**src/hw/rtl/cdda_pkg.sv**
```systemverilog
// Constants, types and table functions of the civil date arithmetic core.
// No dependencies; used by the core and by its checker.
package cdda_pkg;

  localparam int MAX_YEAR = 9999;

  localparam int YEAR_W  = 14;
  localparam int MONTH_W = 4;
  localparam int DAY_W   = 5;
  localparam int OFF_W   = 23;
  localparam int CNT_W   = 24;

  localparam int IN_DATA_W  = 72;
  localparam int OUT_DATA_W = 48;

  localparam int YA_LSB  = 0;
  localparam int MA_LSB  = 14;
  localparam int DA_LSB  = 18;
  localparam int OFF_LSB = 23;
  localparam int YB_LSB  = 46;
  localparam int MB_LSB  = 60;
  localparam int DB_LSB  = 64;

  localparam logic OP_SHIFT = 1'b0;
  localparam logic OP_DIFF  = 1'b1;

  localparam logic [1:0] ST_OK       = 2'd0;
  localparam logic [1:0] ST_BAD_DATE = 2'd1;
  localparam logic [1:0] ST_RANGE    = 2'd2;
  localparam logic [1:0] ST_RSVD     = 2'd3;

  localparam logic [MONTH_W-1:0] MONTH_JAN = 4'd1;
  localparam logic [MONTH_W-1:0] MONTH_FEB = 4'd2;
  localparam logic [MONTH_W-1:0] MONTH_DEC = 4'd12;

  localparam logic [YEAR_W:0] YEAR_LIM = (YEAR_W + 1)'(MAX_YEAR);

  // day counts since 0000-03-01 of 0001-01-01 and of MAX_YEAR-12-31
  localparam int CNT_LO = 306;
  localparam int CNT_HI = 365 * MAX_YEAR + MAX_YEAR / 4 - MAX_YEAR / 100
                          + MAX_YEAR / 400 + 305;
  localparam logic signed [CNT_W:0] N_LO = (CNT_W + 1)'(CNT_LO);
  localparam logic signed [CNT_W:0] N_HI = (CNT_W + 1)'(CNT_HI);

  localparam logic signed [CNT_W:0] DIFF_MAX_S = 25'sd4194303;
  localparam logic signed [CNT_W:0] DIFF_MIN_S = -25'sd4194304;
  localparam logic signed [OFF_W-1:0] DIFF_MAX = 23'sh3FFFFF;
  localparam logic signed [OFF_W-1:0] DIFF_MIN = 23'sh400000;

  // reciprocals: floor(x/d) = (x*R) >> S over the ranges used here
  localparam logic [12:0] RECIP_100    = 13'd5243;
  localparam logic [22:0] RECIP_146097 = 23'd7525902;
  localparam logic [17:0] RECIP_365    = 18'd183860;

  localparam logic [17:0] ERA_DAYS = 18'd146097;

  typedef struct packed {
    logic [YEAR_W-1:0] y;
    logic [YEAR_W-1:0] ym;
    logic [7:0]        qy;
    logic [7:0]        qym;
    logic [22:0]       y365;
    logic [8:0]        base;
    logic              ok;
    logic              feb29;
  } date_prep_t;

  typedef struct packed {
    logic             ok;
    logic [CNT_W-1:0] count;
  } date_cnt_t;

  typedef struct packed {
    logic                    op;
    logic [1:0]              status;
    logic signed [OFF_W-1:0] diff;
  } meta_t;

  // first day of a month counted from March 1
  function automatic logic [8:0] march_start(input logic [MONTH_W-1:0] m);
    logic [8:0] r;
    case (m)
      4'd3:    r = 9'd0;
      4'd4:    r = 9'd31;
      4'd5:    r = 9'd61;
      4'd6:    r = 9'd92;
      4'd7:    r = 9'd122;
      4'd8:    r = 9'd153;
      4'd9:    r = 9'd184;
      4'd10:   r = 9'd214;
      4'd11:   r = 9'd245;
      4'd12:   r = 9'd275;
      4'd1:    r = 9'd306;
      4'd2:    r = 9'd337;
      default: r = 9'd0;
    endcase
    return r;
  endfunction

  // same table indexed by month position, March first
  function automatic logic [8:0] mp_start(input logic [3:0] k);
    logic [8:0] r;
    case (k)
      4'd0:    r = 9'd0;
      4'd1:    r = 9'd31;
      4'd2:    r = 9'd61;
      4'd3:    r = 9'd92;
      4'd4:    r = 9'd122;
      4'd5:    r = 9'd153;
      4'd6:    r = 9'd184;
      4'd7:    r = 9'd214;
      4'd8:    r = 9'd245;
      4'd9:    r = 9'd275;
      4'd10:   r = 9'd306;
      4'd11:   r = 9'd337;
      default: r = 9'd0;
    endcase
    return r;
  endfunction

  function automatic logic [DAY_W-1:0] month_days(input logic [MONTH_W-1:0] m);
    logic [DAY_W-1:0] r;
    case (m)
      4'd1:    r = 5'd31;
      4'd2:    r = 5'd28;
      4'd3:    r = 5'd31;
      4'd4:    r = 5'd30;
      4'd5:    r = 5'd31;
      4'd6:    r = 5'd30;
      4'd7:    r = 5'd31;
      4'd8:    r = 5'd31;
      4'd9:    r = 5'd30;
      4'd10:   r = 5'd31;
      4'd11:   r = 5'd30;
      4'd12:   r = 5'd31;
      default: r = 5'd0;
    endcase
    return r;
  endfunction

  // first half of the date to count step: range checks and products
  function automatic date_prep_t date_prep(input logic [YEAR_W-1:0] y,
                                           input logic [MONTH_W-1:0] m,
                                           input logic [DAY_W-1:0] d);
    date_prep_t p;
    logic [26:0] py;
    logic [26:0] pym;
    p.y     = y;
    p.ym    = (m <= MONTH_FEB) ? y - 14'd1 : y;
    py      = {13'b0, y} * {14'b0, RECIP_100};
    pym     = {13'b0, p.ym} * {14'b0, RECIP_100};
    p.qy    = py[26:19];
    p.qym   = pym[26:19];
    p.y365  = {9'b0, p.ym} * 23'd365;
    p.base  = march_start(m) + {4'b0, d} - 9'd1;
    p.feb29 = (m == MONTH_FEB) && (d == 5'd29);
    p.ok    = (y != '0) && ({1'b0, y} <= YEAR_LIM) && (m >= MONTH_JAN) &&
              (m <= MONTH_DEC) && (d != '0) && ((d <= month_days(m)) || p.feb29);
    return p;
  endfunction

  // second half: leap rule and day count since 0000-03-01
  function automatic date_cnt_t date_count(input date_prep_t p);
    date_cnt_t c;
    logic [14:0] q100x;
    logic        div4;
    logic        div100;
    logic        div400;
    logic        leap;
    q100x   = {7'b0, p.qy} * 15'd100;
    div4    = (p.y[1:0] == 2'b00);
    div100  = (q100x == {1'b0, p.y});
    div400  = div100 && (p.qy[1:0] == 2'b00);
    leap    = (div4 && !div100) || div400;
    c.ok    = p.ok && (!p.feb29 || leap);
    c.count = CNT_W'(p.y365) + CNT_W'(p.ym[YEAR_W-1:2]) - CNT_W'(p.qym)
              + CNT_W'(p.qym[7:2]) + CNT_W'(p.base);
    return c;
  endfunction

endpackage

```
**src/hw/rtl/civil_date_day_arithmetic_core.sv**
```systemverilog
// Civil date arithmetic core: date shift by a day offset and date difference.
// Depends on cdda_pkg.
//
// Input channel in_*: one request per transfer. in_tuser is the opcode
// (0 shift date A by day_offset, 1 days from date B to date A). Dates are
// proleptic Gregorian and checked against month lengths and the leap rule.
// Output channel out_*: one result per request, in request order. out_tuser
// is the status (0 ok, 1 invalid input date, 2 result year out of range);
// unused fields read zero.
// Throughput is one request per cycle while the receiver keeps out_tready
// high, through the ten-stage pipeline, which spreads the reciprocal
// multiplications of the date conversions over stages 1, 4, 6 and 7.
// Each stage holds its item while the next stage is full and stalled, so a
// stalled receiver fills the pipeline before in_tready drops; bubbles are
// squeezed out. Synchronous reset empties the pipeline; payload registers
// are not reset.
module civil_date_day_arithmetic_core (
  input  logic                               clk,
  input  logic                               rst_n,
  input  logic                               in_tvalid,
  output logic                               in_tready,
  // year_a, month_a, day_a, day_offset, year_b, month_b, day_b, zero pad
  input  logic [cdda_pkg::IN_DATA_W-1:0]     in_tdata,
  // req_type
  input  logic [0:0]                         in_tuser,
  output logic                               out_tvalid,
  input  logic                               out_tready,
  // result_year, result_month, result_day, difference_days, zero pad
  output logic [cdda_pkg::OUT_DATA_W-1:0]    out_tdata,
  // status
  output logic [1:0]                         out_tuser
);
  import cdda_pkg::*;

  localparam int STAGES = 10;

  logic [STAGES-1:0] v_r;
  logic [STAGES-1:0] v_nxt;
  logic [STAGES-1:0] en;

  logic                 op0_r;
  logic [IN_DATA_W-1:0] data0_r;

  date_prep_t              d1_r   [2];
  date_prep_t              d1_nxt [2];
  logic                    op1_r;
  logic signed [OFF_W-1:0] off1_r;

  date_cnt_t               c2_r   [2];
  date_cnt_t               c2_nxt [2];
  logic                    op2_r;
  logic signed [OFF_W-1:0] off2_r;

  logic                    bad3;
  logic signed [CNT_W:0]   n_s3;
  logic signed [CNT_W:0]   diff_s3;
  meta_t                   m3_r;
  meta_t                   m3_nxt;
  logic [CNT_W-1:0]        n3_r;

  logic [46:0]      era_p4;
  meta_t            m4_r;
  logic [6:0]       era4_r;
  logic [CNT_W-1:0] n4_r;

  logic [CNT_W-1:0] doe_w5;
  meta_t            m5_r;
  logic [6:0]       era5_r;
  logic [17:0]      doe5_r;

  logic [35:0] q1460_p6;
  logic [2:0]  q36524_6;
  logic        q146096_6;
  meta_t       m6_r;
  logic [6:0]  era6_r;
  logic [17:0] doe6_r;
  logic [17:0] t6_r;
  logic [17:0] t6_nxt;

  logic [34:0] yoe_p7;
  meta_t       m7_r;
  logic [6:0]  era7_r;
  logic [17:0] doe7_r;
  logic [8:0]  yoe7_r;

  logic [17:0] yd_8;
  logic [1:0]  c100_8;
  meta_t       m8_r;
  logic [6:0]  era8_r;
  logic [8:0]  yoe8_r;
  logic [8:0]  doy8_r;
  logic [8:0]  doy8_nxt;

  logic [3:0]            mp9;
  logic [DAY_W-1:0]      dd9;
  logic [MONTH_W-1:0]    mm9;
  logic [15:0]           yy9;
  logic [OUT_DATA_W-1:0] out_tdata_r;
  logic [OUT_DATA_W-1:0] out_tdata_nxt;
  logic [1:0]            out_tuser_r;

  // stage advance: a stage loads when it is empty or its successor advances
  always_comb begin
    en[STAGES-1] = !v_r[STAGES-1] || out_tready;
    for (int i = STAGES - 2; i >= 0; i--) begin
      en[i] = !v_r[i] || en[i+1];
    end
    v_nxt[0] = en[0] ? in_tvalid : v_r[0];
    for (int i = 1; i < STAGES; i++) begin
      v_nxt[i] = en[i] ? v_r[i-1] : v_r[i];
    end
  end

  always_ff @(posedge clk) begin
    if (!rst_n) begin
      v_r <= '0;
    end else begin
      v_r <= v_nxt;
    end
  end

  assign in_tready  = en[0];
  assign out_tvalid = v_r[STAGES-1];
  assign out_tdata  = out_tdata_r;
  assign out_tuser  = out_tuser_r;

  // stage 0: input register
  always_ff @(posedge clk) begin
    if (en[0]) begin
      op0_r   <= in_tuser[0];
      data0_r <= in_tdata;
    end
  end

  // stage 1: range checks, year products
  always_comb begin
    d1_nxt[0] = date_prep(data0_r[YA_LSB +: YEAR_W], data0_r[MA_LSB +: MONTH_W],
                          data0_r[DA_LSB +: DAY_W]);
    d1_nxt[1] = date_prep(data0_r[YB_LSB +: YEAR_W], data0_r[MB_LSB +: MONTH_W],
                          data0_r[DB_LSB +: DAY_W]);
  end

  always_ff @(posedge clk) begin
    if (en[1]) begin
      d1_r[0] <= d1_nxt[0];
      d1_r[1] <= d1_nxt[1];
      op1_r   <= op0_r;
      off1_r  <= $signed(data0_r[OFF_LSB +: OFF_W]);
    end
  end

  // stage 2: leap rule, day counts
  always_comb begin
    c2_nxt[0] = date_count(d1_r[0]);
    c2_nxt[1] = date_count(d1_r[1]);
  end

  always_ff @(posedge clk) begin
    if (en[2]) begin
      c2_r[0] <= c2_nxt[0];
      c2_r[1] <= c2_nxt[1];
      op2_r   <= op1_r;
      off2_r  <= off1_r;
    end
  end

  // stage 3: add offset or subtract counts, status
  always_comb begin
    bad3    = !c2_r[0].ok || ((op2_r == OP_DIFF) && !c2_r[1].ok);
    n_s3    = $signed({1'b0, c2_r[0].count}) + $signed({{2{off2_r[OFF_W-1]}}, off2_r});
    diff_s3 = $signed({1'b0, c2_r[0].count}) - $signed({1'b0, c2_r[1].count});
    m3_nxt.op     = op2_r;
    m3_nxt.status = ST_OK;
    m3_nxt.diff   = '0;
    if (bad3) begin
      m3_nxt.status = ST_BAD_DATE;
    end else if (op2_r == OP_SHIFT) begin
      if ((n_s3 < N_LO) || (n_s3 > N_HI)) begin
        m3_nxt.status = ST_RANGE;
      end
    end else if (diff_s3 > DIFF_MAX_S) begin
      m3_nxt.diff = DIFF_MAX;
    end else if (diff_s3 < DIFF_MIN_S) begin
      m3_nxt.diff = DIFF_MIN;
    end else begin
      m3_nxt.diff = diff_s3[OFF_W-1:0];
    end
  end

  always_ff @(posedge clk) begin
    if (en[3]) begin
      m3_r <= m3_nxt;
      n3_r <= n_s3[CNT_W-1:0];
    end
  end

  // stage 4: era = n / 146097
  assign era_p4 = {23'b0, n3_r} * {24'b0, RECIP_146097};

  always_ff @(posedge clk) begin
    if (en[4]) begin
      m4_r   <= m3_r;
      era4_r <= era_p4[46:40];
      n4_r   <= n3_r;
    end
  end

  // stage 5: day of era
  assign doe_w5 = n4_r - CNT_W'({11'b0, era4_r} * {7'b0, ERA_DAYS});

  always_ff @(posedge clk) begin
    if (en[5]) begin
      m5_r   <= m4_r;
      era5_r <= era4_r;
      doe5_r <= doe_w5[17:0];
    end
  end

  // stage 6: leap-day corrected day of era
  always_comb begin
    q1460_p6  = {18'b0, doe5_r} * {18'b0, RECIP_365};
    q146096_6 = (doe5_r >= 18'd146096);
    q36524_6  = {2'b0, (doe5_r >= 18'd36524)} + {2'b0, (doe5_r >= 18'd73048)}
                + {2'b0, (doe5_r >= 18'd109572)} + {2'b0, q146096_6};
    t6_nxt    = doe5_r - {10'b0, q1460_p6[35:28]} + {15'b0, q36524_6}
                - {17'b0, q146096_6};
  end

  always_ff @(posedge clk) begin
    if (en[6]) begin
      m6_r   <= m5_r;
      era6_r <= era5_r;
      doe6_r <= doe5_r;
      t6_r   <= t6_nxt;
    end
  end

  // stage 7: year of era
  assign yoe_p7 = {17'b0, t6_r} * {17'b0, RECIP_365};

  always_ff @(posedge clk) begin
    if (en[7]) begin
      m7_r   <= m6_r;
      era7_r <= era6_r;
      doe7_r <= doe6_r;
      yoe7_r <= yoe_p7[34:26];
    end
  end

  // stage 8: day of March-based year
  always_comb begin
    c100_8   = {1'b0, (yoe7_r >= 9'd100)} + {1'b0, (yoe7_r >= 9'd200)}
               + {1'b0, (yoe7_r >= 9'd300)};
    yd_8     = {9'b0, yoe7_r} * 18'd365 + {11'b0, yoe7_r[8:2]} - {16'b0, c100_8};
    doy8_nxt = 9'(doe7_r - yd_8);
  end

  always_ff @(posedge clk) begin
    if (en[8]) begin
      m8_r   <= m7_r;
      era8_r <= era7_r;
      yoe8_r <= yoe7_r;
      doy8_r <= doy8_nxt;
    end
  end

  // stage 9: month, day, year; output register
  always_comb begin
    mp9 = 4'd0;
    for (int k = 1; k < 12; k++) begin
      if (doy8_r >= mp_start(4'(k))) begin
        mp9 = 4'(k);
      end
    end
    dd9 = 5'(doy8_r - mp_start(mp9) + 9'd1);
    mm9 = (mp9 < 4'd10) ? mp9 + 4'd3 : mp9 - 4'd9;
    yy9 = {7'b0, yoe8_r} + {9'b0, era8_r} * 16'd400
          + ((mm9 <= MONTH_FEB) ? 16'd1 : 16'd0);
    out_tdata_nxt = '0;
    if ((m8_r.status == ST_OK) && (m8_r.op == OP_SHIFT)) begin
      out_tdata_nxt[YEAR_W-1:0]       = yy9[YEAR_W-1:0];
      out_tdata_nxt[MA_LSB +: MONTH_W] = mm9;
      out_tdata_nxt[DA_LSB +: DAY_W]   = dd9;
    end else begin
      out_tdata_nxt[OFF_LSB +: OFF_W] = m8_r.diff;
    end
  end

  always_ff @(posedge clk) begin
    if (en[9]) begin
      out_tdata_r <= out_tdata_nxt;
      out_tuser_r <= m8_r.status;
    end
  end

endmodule

```
**config.mk**
```make
export PLATFORM = sky130hd
export DESIGN_NAME = civil_date_day_arithmetic_core
export DESIGN_NICKNAME = d
export VERILOG_FILES = /design/src/hw/rtl/cdda_pkg.sv /design/src/hw/rtl/civil_date_day_arithmetic_core.sv
export SDC_FILE = /design/constraint.sdc
export NUM_CORES = 2
export LEC_CHECK = 0
export ABC_CLOCK_PERIOD_IN_PS = 11300
export BUFFER_PORTS_ARGS = -buffer_cell sky130_fd_sc_hd__buf_2
export CORE_MARGIN = 2
export CORE_UTILIZATION = 50
export DETAILED_ROUTE_END_ITERATION = 12
export PLACE_DENSITY = 0.66
export SLEW_MARGIN = 20
export SYNTH_ARGS = -nofsm -noshare
export SYNTH_HDL_FRONTEND = slang
export SYNTH_SLANG_ARGS = --single-unit
```
**constraint.sdc**
```tcl
create_clock -name clk -period 11.3 [get_ports clk]
set_input_delay 2.26 -clock clk [delete_from_list [all_inputs] [get_ports clk]]
set_output_delay 2.26 -clock clk [all_outputs]
set_load 0.03 [all_outputs]
```
Word-level counts from Yosys, hierarchy flattened. Memories as Yosys holds them, arrays and structs flattened. A register that Yosys moved wholly into a read port is not among the register bits. Cells that the tools add are included.

Flip-flop bits (word level): 490. RAM bits: 206. Memory bits (read-only): 592. Output and inout port bits: 52. Logic and storage cells: 243. Memories: 7.

Add/subtract/negate cells: 34. Multipliers: 14. $lt $le $gt $ge: 34. Equal/unequal tests: 6. Multiplexer cells: 27. Bitwise logic cells: 2. Reduce and logical (&&, ||, !) cells: 66.

Memories: d1_r (words 2, width 78, read ports 2, clocked after Yosys merged registers in 0, wr ports 2, line civil_date_day_arithmetic_core.sv:44) `date_prep_t d1_r [2];`; (name not given) (words 16, width 9, read ports 1, clocked after Yosys merged registers in 0, wr ports 0, line cdda_pkg.sv:103) `case (k)`; (name not given) (words 16, width 9, read ports 1, clocked after Yosys merged registers in 1, wr ports 0, line cdda_pkg.sv:82) `case (m)`; (name not given) (words 16, width 9, read ports 1, clocked after Yosys merged registers in 1, wr ports 0, line cdda_pkg.sv:82); (name not given) (words 16, width 5, read ports 1, clocked after Yosys merged registers in 1, wr ports 0, line cdda_pkg.sv:123) `case (m)`; (name not given) (words 16, width 5, read ports 1, clocked after Yosys merged registers in 1, wr ports 0, line cdda_pkg.sv:123); +1 memories.

Operators by type and width (number): multiplier 14 x 13 -> 27 bit (second input constant) (4); two-way mux 4 bit (15); greater-than comparator 25 x 23 -> 1 bit (second input constant) (2); adder 23 x 12 -> 24 bit (2); adder 24 x 6 -> 24 bit (2); adder 24 x 9 -> 24 bit (2); subtractor 24 x 8 -> 24 bit (2); multiplier 14 x 9 -> 23 bit (second input constant) (2); multiplier 24 x 22 -> 46 bit (second input constant) (1); >= comparator 9 x 8 -> 1 bit (second input constant) (5); >= comparator 18 x 17 -> 1 bit (second input constant) (2); >= comparator 9 bit (second input constant) (4); multiplier 18 x 16 -> 34 bit (second input constant) (1); multiplier 18 x 16 -> 33 bit (second input constant) (1); equality test 15 x 14 -> 1 bit (2); less-or-equal comparator 14 bit (second input constant) (2); two-way mux 14 bit (2); nonzero test 14 bit (2); subtractor 14 x 1 -> 14 bit (second input constant) (2); >= comparator 9 x 7 -> 1 bit (second input constant) (3); multiplier 8 x 5 -> 13 bit (second input constant) (2); adder 25 x 23 -> 25 bit (1); less-than comparator 25 x 10 -> 1 bit (second input constant) (1); less-than comparator 25 x 23 -> 1 bit (second input constant) (1); other kinds (46) (120).

Logic depth before layout (Yosys ltp).
Depth in word-level cells: 17. Gate-level depth with buffers: 37. Mapped depth without buffers: 37.

Worst setup path after synthesis. OpenSTA, ideal clock, no wires.

Path type: in2reg. From: in out_tready. To: mem d1_r[0][0] in the netlist's numbering, enable pin. Setup time: 1432 ps. Arrival: 7317 ps. Slack: 2551 ps. Cell stages on the path: 7. Buffers on the path: 0. Path through: nor2b_1 and2_1 and3_1 and3_1 nand2_1 nor2_2 nand2_1.

RTL lines: start, declared (line civil_date_day_arithmetic_core.sv:27) `input logic out_tready,`; end, declared (line civil_date_day_arithmetic_core.sv:44).

Worst setup path after layout.
From: reg doe5_r[4]. To: reg t6_r[16], data pin.

Word-level cells in the longest chain between the ends: 6.

Ends and longest elaborated chain: start, declared (line civil_date_day_arithmetic_core.sv:69) `logic [17:0] doe5_r;`; start signal, assigned (line civil_date_day_arithmetic_core.sv:215) `doe5_r <= doe_w5[17:0];`; parallel branches: the longest is 5 deep, another holds multiplier 18 x 16 -> 34 bit; subtractor 18 x 1 -> 18 bit (*) (line civil_date_day_arithmetic_core.sv:226) `- {17'b0, q146096_6};`; net t6_nxt[16] (line civil_date_day_arithmetic_core.sv:78) `logic [17:0] t6_nxt;`; end signal, assigned (line civil_date_day_arithmetic_core.sv:234) `t6_r <= t6_nxt;`; end, declared (line civil_date_day_arithmetic_core.sv:77) `logic [17:0] t6_r;`.

Mark *: on every way through the listed nets, which the timed path passes. A chain may end at the register's enable or synchronous reset.

==> flow_summary.json <==
{
  "criticalPathCategory": "reg2reg",
  "setup_viol": 0,
  "holdPathEnd": "off1_r[15]$_DFFE_PP_",
  "clk_latency_ns": 0.71,
  "drive_gt1_frac": 0.0492,
  "final.setup.tns_ns": 0,
  "grt_pass1_wl_mm": 245,
  "postCtsSetupRepairBufs": 0,
  "grt_max_degree": 75,
  "reg2reg_slack_ns": 1.94,
  "cts_buffer_depth": 3,
  "instances_no_fill": 8653,
  "fin_nets": 9055,
  "synth_top_area_cell": "edfxtp_1",
  "drv_slew": 0,
  "std_cell_rows": 141,
  "die_h_um": 389,
  "crit_family": "adder cells",
  "period_needed_ns": 9.36,
  "path_clk_slew_ns": 0.07,
  "start_util": 0.502,
  "post_drt_wl_per_cell_um": 16.9,
  "drt_first_pass_iters": 6,
  "drt_wl_total_mm": 147,
  "async_flop_share": 0,
  "clockRootBuffer": "clkbuf_16",
  "ys_seq_area_frac": 0.286,
  "finClkSkew_ns": 0.0708,
  "synth_edf_count": 682,
  "yosysMostFrequentCell": "inv_1",
  "avgSynthCellArea_um2": 11.5,
  "slew_headroom": 0.300,
  "drt_iter0_drc": 1838,
  "fin_crit_sh": 0.828,
  "antenna_found_initial": 5,
  "outcome": "completed",
  "synthTopCellsByArea": "edfxtp_1, ha_1, fa_1",
  "cp_slowest_stage_delay_ns": 0.70,
  "vias": 44300,
  "hpwl_mm": 123,
  "worst_ep_arrival_time_ns": 9.89,
  "hp-class": "reg2reg",
  "register_area_um2": 21200,
  "area_growth_pct": 8.24,
  "tritoncts": "built",
  "ys_types": 82,
  "crit_path_start_kind": "register",
  "synth_seq_cells": 716,
  "slowest_stage": "edfxtp_1",
  "final_core_util": 0.544,
  "hold_buffers": 0,
  "path_common_cell": "fa_1",
  "synth_common_cells": "inv_1, ha_1, fa_1, edfxtp_1, xnor2_1",
  "synth_warnings": 0,
  "worst-path-buf-inv": 7,
  "overflow": 0,
  "drc": 0,
  "syn_inst": 6437,
  "cts_made_buffers": 82,
  "cts_resized": 0,
  "r2r_end": "t6_r[16]$_DFFE_PP_",
  "rsz0062_at_grt": "false",
  "cts.sinks": 716,
  "synth_top_area_frac": 0.277,
  "tightest_slew_ns": 1.05,
  "portBuffers": 123,
  "htree_num_levels": 3,
  "worstPathRequired_ns": 11.83,
  "rr_worst_depth": 34,
  "vias_per_cell": 5.12,
  "ioPinCount": 129,
  "grtUsageTotal": 0.203,
  "chipWidth_um": 389,
  "critPathMaxFanout": 11,
  "synthesis.area_um2": 74000,
  "dieArea_um2": 151000,
  "ant_nets": 0,
  "fillCellCount": 12500,
  "grt_pass1_vias": 47500,
  "cap_violations": 0,
  "core_um2": 147000,
  "gp_congestion": 0.924,
  "synthFlopType": "edfxtp_1",
  "multiInputGateArea_um2": 46800,
  "min_from": "data0_r[38]$_DFFE_PN_",
  "max_freq_ghz": 0.107,
  "hold_viol": 0,
  "rr_startpoint": "doe5_r[4]$_DFFE_PP_",
  "min_path_cells": 0,
  "dpl.cell_count": 8499,
  "endpoint_kind": "register"
}
-- metal layers --
layer / up-vias / share of wire / global-route usage
li1: 21600 / - / -
met1: 21800 / 0.43 / 0.263
met2: 682 / 0.50 / 0.360
met3: 227 / 0.034 / 0.0232
met4: 0 / 0.029 / 0.0566
met5: - / 0 / 0
-- sequential cells by signal (all words and copies together) (netlist names), 10 cells and up, named ones only --
| name | cells |
|---|---|
| off2_r | 23 |
| out_tdata | 46 |
| m5_r | 26 |
| m6_r | 26 |
| off1_r | 23 |
| n3_r | 24 |
| c2_r | 50 |
| data0_r | 69 |
| m3_r | 26 |
| d1_r | 152 |
| m7_r | 26 |
| v_r | 10 |
| doe5_r | 18 |
| m8_r | 26 |
| n4_r | 18 |
| m4_r | 26 |
| t6_r | 18 |
-- how the worst max path moves through the flow --
stage | start | endpoint | slack [ns] | cells past startpoint
6_report | doe5_r[4]$_DFFE_PP_ | t6_r[16]$_DFFE_PP_ | 1.94 | 34
5_1_grt | doe5_r[4]$_DFFE_PP_ | t6_r[16]$_DFFE_PP_ | 1.18 | 34
4_1_cts | doe5_r[4]$_DFFE_PP_ | t6_r[16]$_DFFE_PP_ | 1.89 | 34
3_5_place_dp | doe5_r[4]$_DFFE_PP_ | t6_r[16]$_DFFE_PP_ | 1.90 | 34
3_3_place_gp | doe5_r[4]$_DFFE_PP_ | t6_r[16]$_DFFE_PP_ | 1.92 | 34
2_1_floorplan | out_tready | d1_r[0][0]$_DFFE_PP_ | 2.55 | 7
-- metrics by stage --
step / cell area (um2) / worst slack [ns] / hold slack, ns
CTS: 80100 / 1.89 / 0.378
floorplan: 74000 / 2.55 / 0.400
global placement: 77200 / 1.92 / 0.402
finish: 80100 / 1.94 / 0.379
detailed placement: 77200 / 1.90 / 0.405
global route: 80100 / 1.18 / 0.379
-- kinds of logic (layout without fill, tap and decap cells) --
kind of cell               count (synthesis)  after routing  synth area share
adders and majority gates               2325           2325             0.481
and+or+nand+nor                          728            728            0.0489
other                                      1              4         0.0000507
buffers and inverters                   1620           1903            0.0823
DFF                                      716            716             0.286
AOI/OAI and AO/OA                        721            721            0.0632
xor gates and xnor gates                 313            313            0.0370
muxes                                     13             13           0.00181
-- layout make-up --
| type | count | share of cell area |
|---|---|---|
| multi-input cells | 4102 | 0.584 |
| flip-flops and latches | 716 | 0.264 |
| inverters | 1598 | 0.0749 |
| well taps | 1930 | 0.0302 |
| clock buffers | 105 | 0.0280 |
| repair buffers | 153 | 0.0105 |
| clock inverters | 47 | 0.00806 |
| diodes | 2 | 0.0000625 |
-- cell usage in the layout (no fill, tap or decap), types with 24 or more instances in the layout --
master,synthesis,layout
a21boi_0,24,24
a21o_1,112,112
a21oi_1,198,198
and2_1,41,41
and3_1,33,33
buf_2,1,123
buf_4,3,30
clkbuf_16,0,85
dfxtp_1,34,34
edfxtp_1,682,682
fa_1,863,863
ha_1,1462,1462
inv_1,1598,1593
nand2_1,159,155
nand3_1,65,64
nand4_1,28,28
nor2_1,188,188
nor2b_1,43,43
nor3_1,58,58
o21a_1,45,45
o21ai_0,160,160
o21bai_1,30,30
or3_1,24,24
xnor2_1,251,250
xor2_1,62,62
-- worst reg2reg max path, delay by kind of cell (launching register included) --
kind            cells  cell delay, ns
buf+inv             7            0.59
fa+ha+maj          10            4.43
compound gates     11            2.29
simple gates        6            1.15
flops               1            0.70
Power is not shown: default switching activity piles up to over one toggle a cycle in this logic, so the estimate is an artifact.
